<file path="src/hw/rtl/spps_pkg.sv">
// shared types and constants for the stable positive partition sort
// no dependencies

package spps_pkg;

	localparam int VAL_W     = 16;
	localparam int DEPTH_DEF = 64;

	typedef enum logic [1:0] {
		ST_LOAD  = 2'b01,
		ST_DRAIN = 2'b10
	} state_t;

	// controller to datapath
	typedef struct packed {
		logic insert;
		logic pop;
	} cmd_t;

	// datapath to controller
	typedef struct packed {
		logic fill_next;
		logic one_left;
	} status_t;

endpackage

</file>
<file path="src/hw/rtl/stable_positive_partition_sort.sv">
// top level of the stable positive partition sort
// depends on spps_pkg, spps_ctrl and spps_datapath

// Loads a list of signed values, one transfer per cycle, until an item marked
// last arrives or the list reaches DEPTH items. Each item is placed on arrival
// into a row of DEPTH cells kept in output order: non-positive values in
// descending order, then positive values in arrival order. After the closing
// item the input is stalled and the list is shifted out of cell zero, one
// transfer per cycle while res_stall is low, the final one marked last_res; a
// new list is taken from the cycle after the final result transfer.

module stable_positive_partition_sort
	import spps_pkg::*;
#(
	parameter int DEPTH = DEPTH_DEF
) (
	input  logic                    clk,
	input  logic                    arst_n,
	input  logic                    item_valid,
	output logic                    item_stall,
	input  logic signed [VAL_W-1:0] value,
	input  logic                    last,
	output logic                    res_valid,
	input  logic                    res_stall,
	output logic signed [VAL_W-1:0] value_res,
	output logic                    last_res
);

	cmd_t    cmd;
	status_t status;

	spps_ctrl u_ctrl (
		.clk        (clk),
		.arst_n     (arst_n),
		.item_valid (item_valid),
		.item_last  (last),
		.res_stall  (res_stall),
		.status     (status),
		.item_stall (item_stall),
		.res_valid  (res_valid),
		.cmd        (cmd)
	);

	spps_datapath #(
		.DEPTH (DEPTH)
	) u_datapath (
		.clk    (clk),
		.arst_n (arst_n),
		.cmd    (cmd),
		.value  (value),
		.status (status),
		.head   (value_res)
	);

	assign last_res = status.one_left;

	// no input taken while results are pending
	a_no_overlap : assert property (@(posedge clk) disable iff (!arst_n)
		res_valid |-> item_stall)
		else $error("input open during output run");

	// a closing item starts the output run
	a_run_starts : assert property (@(posedge clk) disable iff (!arst_n)
		(item_valid && !item_stall && last) |=> res_valid)
		else $error("no output run after closing item");

	// the run ends after the final result transfer
	a_run_ends : assert property (@(posedge clk) disable iff (!arst_n)
		(res_valid && !res_stall && last_res) |=> !res_valid)
		else $error("output continues past final result");

endmodule

</file>
<file path="src/hw/rtl/spps_datapath.sv">
// insertion chain holding the list in output order, plus element count
// depends on spps_pkg

module spps_datapath
	import spps_pkg::*;
#(
	parameter int DEPTH = DEPTH_DEF
) (
	input  logic                    clk,
	input  logic                    arst_n,
	input  cmd_t                    cmd,
	input  logic signed [VAL_W-1:0] value,
	output status_t                 status,
	output logic signed [VAL_W-1:0] head
);

	localparam int CNT_W = $clog2(DEPTH + 1);

	logic signed [VAL_W-1:0] cell_q [DEPTH];
	logic [DEPTH-1:0]        vld_q;
	logic [DEPTH-1:0]        keep;
	logic [CNT_W-1:0]        count_q;

	// a cell keeps its place when its element goes before the new one
	always_comb begin
		for (int i = 0; i < DEPTH; i++) begin
			keep[i] = vld_q[i] && ((value > 0) || ((cell_q[i] <= 0) && (cell_q[i] >= value)));
		end
	end

	for (genvar g = 0; g < DEPTH; g++) begin : g_cell
		logic                    prev_keep;
		logic                    prev_vld;
		logic signed [VAL_W-1:0] prev_val;
		logic                    next_vld;
		logic signed [VAL_W-1:0] next_val;

		if (g == 0) begin : g_first
			assign prev_keep = 1'b0;
			assign prev_vld  = 1'b1;
			assign prev_val  = value;
		end else begin : g_rest
			assign prev_keep = keep[g-1];
			assign prev_vld  = vld_q[g-1];
			assign prev_val  = cell_q[g-1];
		end

		if (g == DEPTH - 1) begin : g_end
			assign next_vld = 1'b0;
			assign next_val = cell_q[g];
		end else begin : g_mid
			assign next_vld = vld_q[g+1];
			assign next_val = cell_q[g+1];
		end

		always_ff @(posedge clk) begin
			if (cmd.insert) begin
				if (!keep[g]) begin
					cell_q[g] <= prev_keep ? value : prev_val;
				end
			end else if (cmd.pop) begin
				cell_q[g] <= next_val;
			end
		end

		always_ff @(posedge clk or negedge arst_n) begin
			if (!arst_n) begin
				vld_q[g] <= 1'b0;
			end else if (cmd.insert) begin
				vld_q[g] <= vld_q[g] | prev_vld;
			end else if (cmd.pop) begin
				vld_q[g] <= next_vld;
			end
		end
	end

	always_ff @(posedge clk or negedge arst_n) begin
		if (!arst_n) begin
			count_q <= '0;
		end else if (cmd.insert) begin
			count_q <= count_q + CNT_W'(1);
		end else if (cmd.pop) begin
			count_q <= count_q - CNT_W'(1);
		end
	end

	assign status.fill_next = (count_q == CNT_W'(DEPTH - 1));
	assign status.one_left  = (count_q == CNT_W'(1));
	assign head             = cell_q[0];

endmodule

</file>
<file path="src/hw/rtl/spps_ctrl.sv">
// load / drain controller for the partition sort
// depends on spps_pkg

module spps_ctrl
	import spps_pkg::*;
(
	input  logic    clk,
	input  logic    arst_n,
	input  logic    item_valid,
	input  logic    item_last,
	input  logic    res_stall,
	input  status_t status,
	output logic    item_stall,
	output logic    res_valid,
	output cmd_t    cmd
);

	state_t state_q;
	state_t state_d;

	always_comb begin
		state_d    = state_q;
		item_stall = 1'b1;
		res_valid  = 1'b0;
		cmd        = '0;
		unique case (state_q)
			ST_LOAD: begin
				item_stall = 1'b0;
				cmd.insert = item_valid;
				if (item_valid && (item_last || status.fill_next)) begin
					state_d = ST_DRAIN;
				end
			end
			ST_DRAIN: begin
				res_valid = 1'b1;
				cmd.pop   = !res_stall;
				if (!res_stall && status.one_left) begin
					state_d = ST_LOAD;
				end
			end
			default: begin
				state_d = ST_LOAD;
			end
		endcase
	end

	always_ff @(posedge clk or negedge arst_n) begin
		if (!arst_n) begin
			state_q <= ST_LOAD;
		end else begin
			state_q <= state_d;
		end
	end

endmodule
</file>
<file path="config.mk">
export PLATFORM = sky130hd
export DESIGN_NAME = stable_positive_partition_sort
export DESIGN_NICKNAME = d
export VERILOG_FILES = /design/src/hw/rtl/spps_pkg.sv /design/src/hw/rtl/stable_positive_partition_sort.sv /design/src/hw/rtl/spps_datapath.sv /design/src/hw/rtl/spps_ctrl.sv
export SDC_FILE = /design/constraint.sdc
export NUM_CORES = 2
export LEC_CHECK = 0
export BUFFER_PORTS_ARGS = -buffer_cell sky130_fd_sc_hd__buf_2
export CAP_MARGIN = 40
export CORE_MARGIN = 2
export CORE_UTILIZATION = 40
export CTS_CLUSTER_DIAMETER = 40
export CTS_CLUSTER_SIZE = 10
export DETAILED_ROUTE_END_ITERATION = 10
export PLACE_DENSITY = 0.56
export SLEW_MARGIN = 40
export SYNTH_ARGS = -nofsm -noshare
export SYNTH_HDL_FRONTEND = slang
export SYNTH_SLANG_ARGS = --single-unit
</file>
<file path="constraint.sdc">
create_clock -name clk -period 4.6 [get_ports clk]
set_input_delay 0.23 -clock clk [delete_from_list [all_inputs] [get_ports clk]]
set_output_delay 0.23 -clock clk [all_outputs]
set_load 0.05 [all_outputs]
</file>
Word level (Yosys, flattened, before mapping)
Memory sizes are Yosys's and may differ from the RTL's.
Index checks and enable logic that the tools add are counted.

storage, ports and cells
  bits in registers = 73
  latch bits = 0
  memory bits (writable) = 1,024
  bits in read-only memories = 0
  input bits = 21
  output and inout port bits = 19
  logic and storage cells = 988
  memories = 1

memory list
  name               words  bits a word  rd ports  clocked after memory_dff  write ports  RTL line             RTL
  u_datapath.cell_q  64     16           64        0                         64           spps_datapath.sv:19  logic signed [VAL_W-1:0] cell_q [DEPTH];

cells by class
  add/subtract/negate cells = 2
  multiply operators = 0
  div/mod/pow operators = 0
  $lt $le $gt $ge = 129
  eq/ne operators = 6
  shift operators = 0
  mux-type cells = 459
  bitwise gates (word level) = 127
  reduce and logical (&&, ||, !) cells = 198

operator list
  operator                                                                           number
  16-bit two-way mux                                                                 127
  16-bit greater-or-equal comparator                                                 64
  16-bit by 1-bit less-or-equal comparator with 1-bit output, second input constant  64
  1-bit two-way mux                                                                  327
  1-bit logical AND                                                                  130
  1-bit bitwise OR                                                                   127
  1-bit logical OR                                                                   65
  16-bit by 1-bit > comparator with 1-bit output, second input constant              1
  7-bit two-way mux                                                                  2
  7-bit by 1-bit adder with 7-bit output, second input constant                      1
  7-bit by 1-bit == test with 1-bit output, second input constant                    1
  7-bit by 6-bit == test with 1-bit output, second input constant                    1
  7-bit by 1-bit subtractor with 7-bit output, second input constant                 1
  2-bit two-way mux                                                                  2
  2-bit by 1-bit != test with 1-bit output, second input constant                    2
  2-bit one-hot mux with 2 select lines                                              1
  2-bit by 1-bit == test with 1-bit output, second input constant                    1
  2-bit == test, second input constant                                               1
  2-bit AND reduction                                                                1
  2-bit nonzero test                                                                 1
  1-bit logical NOT                                                                  1

Longest topological paths before layout
An unclocked memory read counts as a cell.

  word-level depth = 9
  gate-level depth with buffers = 13
  gate-level depth less buffers = 9

Hierarchy
Synthesis repeated with hierarchy kept, for this count alone.

unflattened totals
  cell total of the unflattened synthesis = 8,729
  area total of the unflattened synthesis = 82,002.4 µm²

by module, submodules not included
  module         times used  cells each  area each (µm²)  seq. area each (µm²)
  spps_datapath  1           8,717       81,896.0         32,526.2
  spps_ctrl      1           12          106.4            51.3

Worst setup path before layout
Ideal clock, no wire load.

  path type = input -> register
  start point = in value[14]
  end point = mem u_datapath.cell_q[31][0] (netlist: u_datapath.cell_q[0][496]) (enable)
  setup time = 0.411 ns
  data arrival time = 4.716 ns
  required time = 4.189 ns
  path slack = -0.527 ns
  stages on the path = 12
  buffers on the path = 3
  cells stage by stage = buf_2 buf_2 inv_1 ha_1 nand4_1 nor4_1 a21bo_1 a31oi_1 o311ai_2 and2_1 buf_2 o21ai_0

RTL lines
  element          RTL line                              RTL
  start, declared  stable_positive_partition_sort.sv:21  input logic signed [VAL_W-1:0] value,
  end, declared    spps_datapath.sv:19

==> reports/results.ini <==
[status]
status = finished clean

[grt]
track_usage = 0.2919
use_met1 = 0.3850
gr-usage-met2 = 0.4656
grt_pass1_wl_um = 478300
grt_max_degree = 138
grt_antenna_before_repair = 7
top_usage_layer = met2
grt_overflow_total = 0
grtUsageMet3 = 0.05093
grt_pass1_vias = 72950

[synthesis]
synth.top_cell.area_share = 0.3659
synth_nets = 9607
synth_top_cell_by_area = edfxtp_1
synth-seq-cells = 1097
synthArstFlopShare = 0.06655
synth_warnings = 0
synth_seq_area_share = 0.3876
synth_cells = 8559
synth_ff_type = edfxtp_1
yosysUniqueCellTypes = 80
yosys-top-cells-area = edfxtp_1 37%, ha_1 15%, mux2i_1 9.3%, a21oi_1 7.2%, nor2_1 4.1%
syn_area_mm2 = 0.08405
synth_edf_count = 1024
syn_avg_cell_area_um2 = 9.820

[clock_network]
clk_pin_slew_ns = 0.05
clock_sinks = 1097
ctsResizeCount = 0
hold_buffers = 7
cts_tree = done
numCtsBuffers = 223
clock-root-buffer = clkbuf_16
h-tree-depth = 4
cts_buffer_depth = 3
post_cts_buffers = 0
insertion_delay_ns = 0.88

[power]
clkPwrFrac = 0.385
p_sw_w = 0.01540
p_int_w = 0.02880
p_sw_frac = 0.3484
vdd_drop_max_v = 0.0004446
pwr-share-seq = 0.365
power.total_w = 0.04419
p_leak_nw = 37.68
combPwrFrac = 0.249
powerDensity_mw_per_mm2 = 456.8

[min_path]
holdPathStages = 5
worstHoldPathType = in2reg
hold_start = item_valid
hold_end = u_datapath.g_cell[61].next_vld

[timing]
setup-violations-final = 0
timing.hold.ws_ns = 0.1114
hold_viol = 0
period_share = 0.8003
maxSlewHeadroom = 0.3737
tns_ns = 0
worst_pin_slew_ns = 0.9360
final_max_slew_viol_count = 0
rsz0062_at_grt = no
fmax_ghz = 0.2717
clock_skew_ns = 0.06476
period_needed_ns = 3.681

[run]
max_cap_violations = 0

[worst_setup_path]
worst_path_max_delay_cell = a2111oi_0
worst_ep_arrival_time_ns = 4.27
r2r_setup_slack_ns = 0.97
slowest_delay_ns = 0.60
worst-path-buf-inv = 5
r2r-end = u_datapath.cell_q[0][73]
critPathLaunchType = primary input
r2r_start = u_datapath.cell_q[0][79]
cp.required_ns = 5.18
worst_path_most_repeated_cell = buf_4
critPathCaptureType = flop
cp_cell_sequence = dlygate4sd3_1 -> buf_4 -> inv_4 -> buf_4 -> ha_1 -> nand4_1 -> a2111oi_0 -> nor4_1 -> o31ai_4 -> buf_4 -> mux2i_1 -> o21ai_0
critical_path_class = in2reg
cp_top_family = buffers and inverters
crit_path_max_fanout = 26
reg2regPathDepth = 7

[drt]
vias = 74400
drc = 0
vias_per_cell = 6.398
ant_nets = 0
wl_um = 323700
drt-pass1-iter-count = 6
avgRoutedWirePerCell_um = 27.84
drt_iter0_markers = 8128

[finish]
final_util = 0.4626
fillCellCount = 19580
final_common_cell = a21oi_1
layout.cells.non_filler = 11630
nets = 9674
regArea_mm2 = 0.03258
drive_gt1_frac = 0.1111
layout_common_cells = 1212 x a21oi_1, 1027 x ha_1, 1024 x edfxtp_1
multi_input_area_mm2 = 0.04873
area_delta_synth_final_pct = 15.12

[floorplanning]
dieArea_mm2 = 0.2138
initial_utilization = 0.4018
dieHeight_um = 462.4
fp.dieW_um = 462.4
fp.coreArea_mm2 = 0.2092
ios = 40
row_count = 168

[placement]
dp_hpwl_um = 224000
post-place-cells = 11200
portBuffers = 39
globalplace.congestion = 0.9338

worst max path at each step:
stage / slack (ns) / end / depth (start not counted) / from
finish: 0.92 / u_datapath.cell_q[1][441] / 12 / value[6]
global route: 0.70 / u_datapath.cell_q[0][73] / 7 / u_datapath.cell_q[0][79]
CTS: 1.01 / u_datapath.cell_q[0][303] / 12 / value[6]
detailed placement: 0.60 / u_datapath.cell_q[0][297] / 11 / value[9]
global placement: 0.60 / u_datapath.cell_q[1][137] / 9 / value[10]
floorplan: -0.20 / u_datapath.cell_q[0][352] / 10 / value[1]
flip-flops by register name, indices dropped and copies added, names as in the netlist:
| register | flops |
|---|---|
| u_datapath.cell_q | 1024 |
| u_ctrl.state_q | 2 |
| u_datapath.g_cell.next_vld | 61 |
| u_datapath.count_q | 7 |
| u_datapath.g_cell.prev_vld | 3 |
cell usage after synthesis, types with 45 or more instances:
cell and count:
a21oi_1 1212, ha_1 1027, edfxtp_1 1024, nor2_1 921
mux2i_1 779, nand2_1 735, o21ai_0 372, clkbuf_1 338
nor4_1 254, nand4_1 161, nand3_1 157, inv_1 105
nor3_1 96, o211ai_1 76, nor2b_1 73, dfrtp_1 72
a211oi_1 68, o21a_1 63, a41oi_1 58, buf_6 56
buf_2 51, buf_4 51, o221a_1 50, o2bb2ai_1 49
a21o_1 47, o221ai_1 45
per-stage QoR:
step                      area (µm²)  setup WS, ns
after global routing           96760        0.7033
after floorplan                84050       -0.2010
after detailed placement       88790        0.6003
after global placement         88680        0.6023
after CTS                      96740         1.009
final                          96760        0.9188
logic make-up (layout without fill, tap and decap cells):
group                    count (synthesis)  count (layout)  share of synthesized area
AO/OA/AOI/OAI                         2373            2373                     0.1784
XOR/XNOR                                28              28                   0.002918
AND/OR/NAND/NOR                       2588            2588                     0.1449
adder cells (fa/ha/maj)               1027            1027                     0.1529
multiplexers                           794             794                    0.09479
other                                    0               1                          0
buffers and inverters                  652             915                    0.03848
flip-flops                            1097            1097                     0.3876
power groups by stage:
stage	Clock, W	Sequential (W)	Combinational, W
global route	0.0176	0.0162	0.0122
CTS	0.0172	0.0160	0.0109
floorplan	0	0.0147	0.00801
detailed placement	0	0.0162	0.0108
finish	0.0170	0.0162	0.0110
global placement	0	0.0162	0.0104
per-layer routing:
| metal | up-vias | wire (µm) |
|---|---|---|
| met4 | 2 | 15980 |
| met3 | 944 | 27360 |
| met2 | 3631 | 147100 |
| li1 | 33210 | - |
| met5 | - | 9 |
| met1 | 36620 | 133300 |
worst register-to-register path: stages (launching register included):
cell and delay, ns:
edfxtp_1 0.52, ha_1 0.38, nand4_1 0.21, a2111oi_0 0.55, o41ai_1 0.24, a31oi_4 0.65, nand2_1 0.10, nand2_1 0.59
area by class of cell:
cell class                 count  area share
sequential                  1097      0.3367
inverter                     105    0.004500
multi-input combinational   6810      0.5036
clock inverter               172     0.02174
antenna                        1  0.00002586
timing repair buffer         389     0.03750
tap                         2805     0.03627
clock buffer                 249     0.05961
Power figures use the tool's default switching activity.
